File: config.mk
export PLATFORM = sky130hd
export DESIGN_NAME = npcm_dist
export DESIGN_NICKNAME = d
export VERILOG_FILES = /design/src/rtl/core/npcm_pkg.sv /design/src/rtl/core/npcm_dist.sv
export SDC_FILE = /design/constraint.sdc
export NUM_CORES = 1
export LEC_CHECK = 0
export BUFFER_PORTS_ARGS = -buffer_cell sky130_fd_sc_hd__buf_2
export CAP_MARGIN = 10
export CORE_MARGIN = 10
export CORE_UTILIZATION = 40
export CTS_BUF_LIST = sky130_fd_sc_hd__clkbuf_4
export DETAILED_ROUTE_END_ITERATION = 8
export GPL_TIMING_DRIVEN = 0
export PLACE_DENSITY = 0.6
export SLEW_MARGIN = 20
export SYNTH_ARGS = -nofsm -noshare
export SYNTH_HDL_FRONTEND = slang
export SYNTH_SLANG_ARGS = --single-unit
File: constraint.sdc
create_clock -name clk -period 7.85 [get_ports clk]
set_input_delay 1.57 -clock clk [delete_from_list [all_inputs] [get_ports clk]]
set_output_delay 1.57 -clock clk [all_outputs]
set_load 0.02 [all_outputs]
File: src/rtl/core/npcm_pkg.sv
// ----------------------------------------------------------------------------
// npcm_pkg
// Shared types, constants and helpers of the nearest palette color mapper.
// ----------------------------------------------------------------------------
package npcm_pkg;

    // Default parameter values of the top level.
    localparam int unsigned DEF_PALETTE_ROWS = 4;
    localparam int unsigned DEF_MAX_COLS     = 255;
    localparam int unsigned DEF_CHANNEL_BITS = 8;

    // Fixed field widths of the stream words.
    localparam int unsigned ROW_FW   = 2;
    localparam int unsigned COL_W    = 8;
    localparam int unsigned CHAN_FW  = 8;
    localparam int unsigned NUM_CHAN = 4;

    // Input word layout, lowest bit first.
    localparam int unsigned ROW_LSB  = 0;
    localparam int unsigned COL_LSB  = ROW_LSB + ROW_FW;
    localparam int unsigned CHAN_LSB = COL_LSB + COL_W;
    localparam int unsigned S_FIELDS_W = CHAN_LSB + NUM_CHAN * CHAN_FW;
    localparam int unsigned S_DATA_W   = ((S_FIELDS_W + 7) / 8) * 8;

    // Configuration port.
    localparam int unsigned APB_ADDR_W = 4;
    localparam int unsigned APB_DATA_W = 32;
    localparam int unsigned REG_IDX_W  = 2;

    localparam logic [REG_IDX_W-1:0] REG_PALETTE_COLS  = 2'd0;
    localparam logic [REG_IDX_W-1:0] REG_CHANNEL_COUNT = 2'd1;
    localparam logic [REG_IDX_W-1:0] REG_ACTIVE_ROW    = 2'd2;

    localparam int unsigned CCNT_W = 3;

    localparam logic [COL_W-1:0]  RST_PALETTE_COLS  = 8'd16;
    localparam logic [CCNT_W-1:0] RST_CHANNEL_COUNT = 3'd3;
    localparam logic [ROW_FW-1:0] RST_ACTIVE_ROW    = 2'd0;

    // Request kinds carried in tuser.
    localparam logic REQ_LOAD     = 1'b0;
    localparam logic REQ_CLASSIFY = 1'b1;

    typedef enum logic [1:0] {
        ST_IDLE,
        ST_SCAN,
        ST_FIN
    } npcm_state_t;

    // One candidate entry handed to the distance unit.
    typedef struct packed {
        logic             valid;
        logic [COL_W-1:0] col;
    } npcm_cand_t;

    // Status returned by the distance unit.
    typedef struct packed {
        logic             busy;
        logic [COL_W-1:0] best;
    } npcm_stat_t;

    // Folds a row field into the row range by repeated subtraction; the
    // field is below four, so three steps cover a single row as well.
    function automatic logic [4:0] wrap_row(input logic [ROW_FW-1:0] r,
                                            input int unsigned rows);
        logic [4:0] v;
        v = 5'(r);
        for (int i = 0; i < 3; i++) begin
            if (32'(v) >= rows) begin
                v = v - 5'(rows);
            end
        end
        return v;
    endfunction

endpackage

File: src/rtl/core/npcm_dist.sv
// ----------------------------------------------------------------------------
// npcm_dist
// Two-stage squared-distance unit with a running minimum over candidates.
// ----------------------------------------------------------------------------
module npcm_dist #(
    parameter int unsigned CHANNEL_BITS = npcm_pkg::DEF_CHANNEL_BITS
) (
    input  logic                                        clk,
    input  logic                                        rst_n,
    input  logic                                        start,
    input  logic [npcm_pkg::NUM_CHAN-1:0]               ch_en,
    input  logic [npcm_pkg::NUM_CHAN*CHANNEL_BITS-1:0]  pixel,
    input  logic [npcm_pkg::NUM_CHAN*CHANNEL_BITS-1:0]  entry,
    input  npcm_pkg::npcm_cand_t                        cand,
    output npcm_pkg::npcm_stat_t                        stat
);
    import npcm_pkg::*;

    localparam int unsigned SQ_W = 2 * CHANNEL_BITS;
    localparam int unsigned DW   = SQ_W + 2;

    logic [SQ_W-1:0]   sq_reg [NUM_CHAN];
    logic              s1_valid_reg;
    logic [COL_W-1:0]  s1_col_reg;
    logic [DW-1:0]     best_reg;
    logic              have_reg;
    logic [COL_W-1:0]  best_idx_reg;
    logic [DW-1:0]     dist_sum;

    // Stage one: absolute difference and square per channel.
    always_ff @(posedge clk)
    begin
        for (int k = 0; k < NUM_CHAN; k++)
        begin
            logic [CHANNEL_BITS-1:0] a;
            logic [CHANNEL_BITS-1:0] b;
            logic [CHANNEL_BITS-1:0] d;
            a = pixel[k*CHANNEL_BITS +: CHANNEL_BITS];
            b = entry[k*CHANNEL_BITS +: CHANNEL_BITS];
            d = (a > b) ? (a - b) : (b - a);
            sq_reg[k] <= ch_en[k] ? (SQ_W'(d) * SQ_W'(d)) : '0;
        end
        s1_col_reg <= cand.col;
    end

    always_ff @(posedge clk or negedge rst_n)
    begin
        if (!rst_n)
        begin
            s1_valid_reg <= 1'b0;
        end
        else
        begin
            s1_valid_reg <= cand.valid;
        end
    end

    always_comb
    begin
        dist_sum = '0;
        for (int k = 0; k < NUM_CHAN; k++)
        begin
            dist_sum = dist_sum + DW'(sq_reg[k]);
        end
    end

    // Stage two: strict less-than keeps the lowest index on ties.
    always_ff @(posedge clk or negedge rst_n)
    begin
        if (!rst_n)
        begin
            have_reg     <= 1'b0;
            best_idx_reg <= '0;
        end
        else if (start)
        begin
            have_reg     <= 1'b0;
            best_idx_reg <= '0;
        end
        else if (s1_valid_reg && (!have_reg || dist_sum < best_reg))
        begin
            have_reg     <= 1'b1;
            best_idx_reg <= s1_col_reg;
        end
    end

    always_ff @(posedge clk)
    begin
        if (s1_valid_reg && (!have_reg || dist_sum < best_reg))
        begin
            best_reg <= dist_sum;
        end
    end

    assign stat.busy = s1_valid_reg;
    assign stat.best = best_idx_reg;

endmodule

==> run_results.csv <==
group,metric,value,unit
min_path,hold_path.startpoint,"s1_col_reg[7]",
setup_path,crit_required,8.21,ns
finish,fillerInstances,3237,
flow_run,cap_viol_max_count,0,
routing,route.final.wire_length,26.5,mm
routing,post-route-drc-count,0,
synthesis,combinational_family_with_the_most_area_after_synthesis,"adder cells",
timing,setup_tns,0,ns
clock_tree,hold_buffers_post_cts,0,
synthesis,seq_area_frac_synth,15.9,%
finish,final_net_count,2063,
place,gp_congestion,0.839,
setup_path,timing.reg2reg.worst_path_depth,24,
min_path,min_path_cells,2,
setup_path,crit-reg2reg-capture,"best_reg[14]",
floorplanning,placeableCoreArea,33400,µm²
timing,worst_clock_skew,0.0132,ns
routing,vias,9905,
clock_tree,cts_buffer_count,9,
timing,slew_headroom,32.4,%
synthesis,synth_seq_cells,96,
setup_path,regToRegStartpoint,"sq_reg[2][2]",
synthesis,post_synthesis_share_of_cell_area_spent_on_and_or_nand_and_nor_gates,13.6,%
synthesis,async_s_r_ff_share_synth,10.4,%
synthesis,post_synth_xor_area_fraction,6.36,%
place,io_buffer_count,88,
synthesis,mappedNetlistArea,13500,µm²
global_routing,pin_count_of_the_biggest_net_entering_global_routing,27,
min_path,hold-path-endpoint,"best_idx_reg[7]",
clock_tree,root_buffer,"sky130_fd_sc_hd__clkbuf_4",
setup_path,critical_path_start_end_classification,"input pin to flip-flop",
finish,final_cell_count_no_fill,2080,
status,status,"finished, final reports clean",
clock_tree,clock_sinks,96,
clock_tree,clock_tree.htree_level_count,3,
timing,fin_worst_hold_slack,0.469,ns
timing,layout_worst_path_cycle_share,97.4,%
clock_tree,cts.path.max_buffers,2,
timing,hold_violations,0,
floorplanning,initial_cell_density_of_the_core,40.4,%
global_routing,global_route_congestion_overflow_total,0,
synthesis,synth_cells,1512,
synthesis,synth_area_per_cell,8.93,µm²
routing,post_drt_via_cell_ratio,4.76,
synthesis,synthFlopType,"sky130_fd_sc_hd__dfxtp_1",
floorplanning,dieHeight,204,µm
synthesis,edff_count_synth,18,
floorplanning,io_pins,89,
setup_path,nature_of_the_critical_path_endpoint,"flip-flop",
clock_tree,clock_transition_time_at_the_flip_flop_clock_pins_of_the_worst_setup_and_hold_paths,0.15,ns
global_routing,grt_usage,12.9,%
routing,ant_nets,0,
setup_path,critical_path.startpoint_type,"input pin",
synthesis,synth_compound_gate_area_share,10.9,%
setup_path,cp.arrival,8.01,ns
clock_tree,clkLatencyLatePin,0.45,ns
synthesis,synth_cell_types,76,
setup_path,worst-path-max-fanout,6,
global_routing,grt_pass1_vias,10300,
synthesis,synthAdderAreaFrac,40.6,%
clock_tree,cts_tree,"yes",
synthesis,yosys-mux-area-fraction,2.94,%
routing,drt_first_pass_iters,4,
global_routing,grt_first_pass_wirelength,46.2,mm
timing,drv_slew,0,
min_path,min_delay_path_class,"flip-flop to flip-flop",
place,dp_cells,2049,
timing,max_freq,0.131,GHz
floorplanning,die-area,41500,µm²
place,dp.final_hpwl,22.7,mm
finish,areaGrowthSynthToFinish,11.8,%
timing,setup_viol,0,
finish,largest_register_ffs,60,
routing,drtIter0Drc,392,
routing,detail_route.wl_per_cell,12.7,µm
synthesis,warnings_synthesis,0,
finish,antennaDiodeCount,0,
setup_path,worst_reg2reg_setup_slack,2.13,ns
finish,final_util,45.2,%
floorplanning,die_w,204,µm
floorplanning,rows,67,
global_routing,initial_antenna_violation_count,1,
finish,drive_above_1_share,13.2,%
timing,period_minus_slack,7.64,ns
timing,timing_worst_slew_pin_value,1.01,ns
-- placed cells by master (no fill, tap or decap), types with 20 or more instances in the layout --
cell	synthesis	routed
sky130_fd_sc_hd__a21o_1	41	41
sky130_fd_sc_hd__ha_1	218	218
sky130_fd_sc_hd__nor2b_1	20	20
sky130_fd_sc_hd__nand2b_1	24	24
sky130_fd_sc_hd__nor2_1	151	150
sky130_fd_sc_hd__o21ai_0	41	39
sky130_fd_sc_hd__xnor2_1	49	44
sky130_fd_sc_hd__and2_1	38	38
sky130_fd_sc_hd__a21oi_1	65	59
sky130_fd_sc_hd__inv_1	312	311
sky130_fd_sc_hd__buf_2	8	95
sky130_fd_sc_hd__mux2i_1	34	28
sky130_fd_sc_hd__nand2_1	36	33
sky130_fd_sc_hd__nor3_1	23	22
sky130_fd_sc_hd__fa_1	138	137
sky130_fd_sc_hd__xor2_1	28	24
sky130_fd_sc_hd__dfxtp_1	68	68
-- worst max path at each step --
stage	start	cells after the start	to	slack, ns
2_1_floorplan	pixel[24]	27	sq_reg[3][13]	0.19
3_3_place_gp	pixel[8]	27	sq_reg[1][15]	-0.65
3_5_place_dp	pixel[8]	27	sq_reg[1][15]	-0.77
4_1_cts	pixel[0]	30	sq_reg[0][15]	0.02
5_1_grt	pixel[24]	28	sq_reg[3][13]	-0.04
6_report	pixel[24]	28	sq_reg[3][13]	0.21
-- per-layer routing --
metal  vias to the layer above  GRT usage [%]  part of all wire (%)
li1                       5078              -                     -
met1                      4721           17.0                    47
met2                        91           22.5                    50
met3                        13           1.67                   2.6
met4                         2           1.60                  0.48
met5                         -              0                 0.030
-- per-stage QoR --
step           area [µm²]  worst slack [ns]
2_1_floorplan       13500             0.186
3_3_place_gp        14500            -0.653
3_5_place_dp        14500            -0.774
4_1_cts             14800            0.0234
5_1_grt             15100           -0.0374
6_report            15100             0.206
-- area by class of cell --
type | count | area [µm²] | share of cell area (%)
clock inverter | 6 | 92.6 | 0.613
inverter | 313 | 1170 | 7.78
multi-input combinational | 1080 | 10400 | 68.7
timing repair buffer | 104 | 561 | 3.71
tap | 448 | 561 | 3.71
sequential | 96 | 2150 | 14.2
clock buffer | 10 | 75.1 | 0.497
buffer | 23 | 115 | 0.762
-- Yosys cell counts (all sizes together) (3+ instances only) --
library cell | number | area (µm²)
mux2i | 34 | 340
nand4 | 7 | 43.8
o21bai | 11 | 82.6
a31oi | 5 | 37.5
nand2 | 37 | 141
nor3b | 3 | 22.5
a21boi | 5 | 37.5
and2 | 38 | 238
fa | 138 | 2760
nand2b | 24 | 150
a221oi | 3 | 43.8
o41ai | 4 | 35.0
nor3 | 25 | 135
nor2b | 20 | 125
ha | 218 | 2730
a211oi | 8 | 60.1
nand3b | 3 | 22.5
inv | 313 | 1170
nand3 | 15 | 75.1
dfrtp | 10 | 250
xor2 | 31 | 294
or2 | 21 | 131
o21ai | 45 | 229
xnor2 | 56 | 543
edfxtp | 18 | 541
a21o | 42 | 317
dfxtp | 68 | 1360
a21oi | 66 | 334
and3 | 11 | 68.8
nor2 | 153 | 579
o21a | 5 | 37.5
buf | 11 | 66.3
o211ai | 3 | 27.5
clkbuf | 13 | 50.0
or3 | 8 | 50.1
a2111oi | 5 | 45.0
a211o | 4 | 35.0
mux2 | 5 | 56.3
-- critical path: stages --
cell,delay (ns)
sky130_fd_sc_hd__buf_2,0.11
sky130_fd_sc_hd__inv_1,0.05
sky130_fd_sc_hd__ha_1,0.13
sky130_fd_sc_hd__inv_1,0.06
sky130_fd_sc_hd__fa_1,0.39
sky130_fd_sc_hd__a21o_1,0.18
sky130_fd_sc_hd__a21oi_2,0.20
sky130_fd_sc_hd__nor3_2,0.06
sky130_fd_sc_hd__o221ai_2,0.22
sky130_fd_sc_hd__buf_6,0.18
sky130_fd_sc_hd__mux2i_2,0.27
sky130_fd_sc_hd__o21ai_4,0.14
sky130_fd_sc_hd__a221oi_4,0.40
sky130_fd_sc_hd__xnor2_4,0.14
sky130_fd_sc_hd__or2_1,0.27
sky130_fd_sc_hd__fa_1,0.54
sky130_fd_sc_hd__inv_1,0.07
sky130_fd_sc_hd__fa_1,0.52
sky130_fd_sc_hd__fa_1,0.54
sky130_fd_sc_hd__inv_1,0.05
sky130_fd_sc_hd__fa_1,0.53
sky130_fd_sc_hd__inv_1,0.04
sky130_fd_sc_hd__ha_1,0.24
sky130_fd_sc_hd__or2_2,0.32
sky130_fd_sc_hd__o22ai_2,0.17
sky130_fd_sc_hd__o211ai_1,0.14
sky130_fd_sc_hd__or3_1,0.31
sky130_fd_sc_hd__and3_1,0.17
-- what timing repair did --
item | 4_1_cts | 5_1_grt
pin swaps | 1 | 11
buffers inserted | 2 | 14
setup endpoints to repair | 3 | 9
gates resized for setup | 10 | 44
-- logic make-up after synthesis --
group / count (synthesis)
AND/OR/NAND/NOR: 371
adder cells (fa/ha/maj): 356
buffers and inverters: 337
AO/OA/AOI/OAI: 223
flip-flops: 96
XOR/XNOR: 88
multiplexers: 39
other: 2
Power is left out: the tool's default activity adds up to more than one toggle a clock period on the data nets, which glitch-free logic cannot reach.
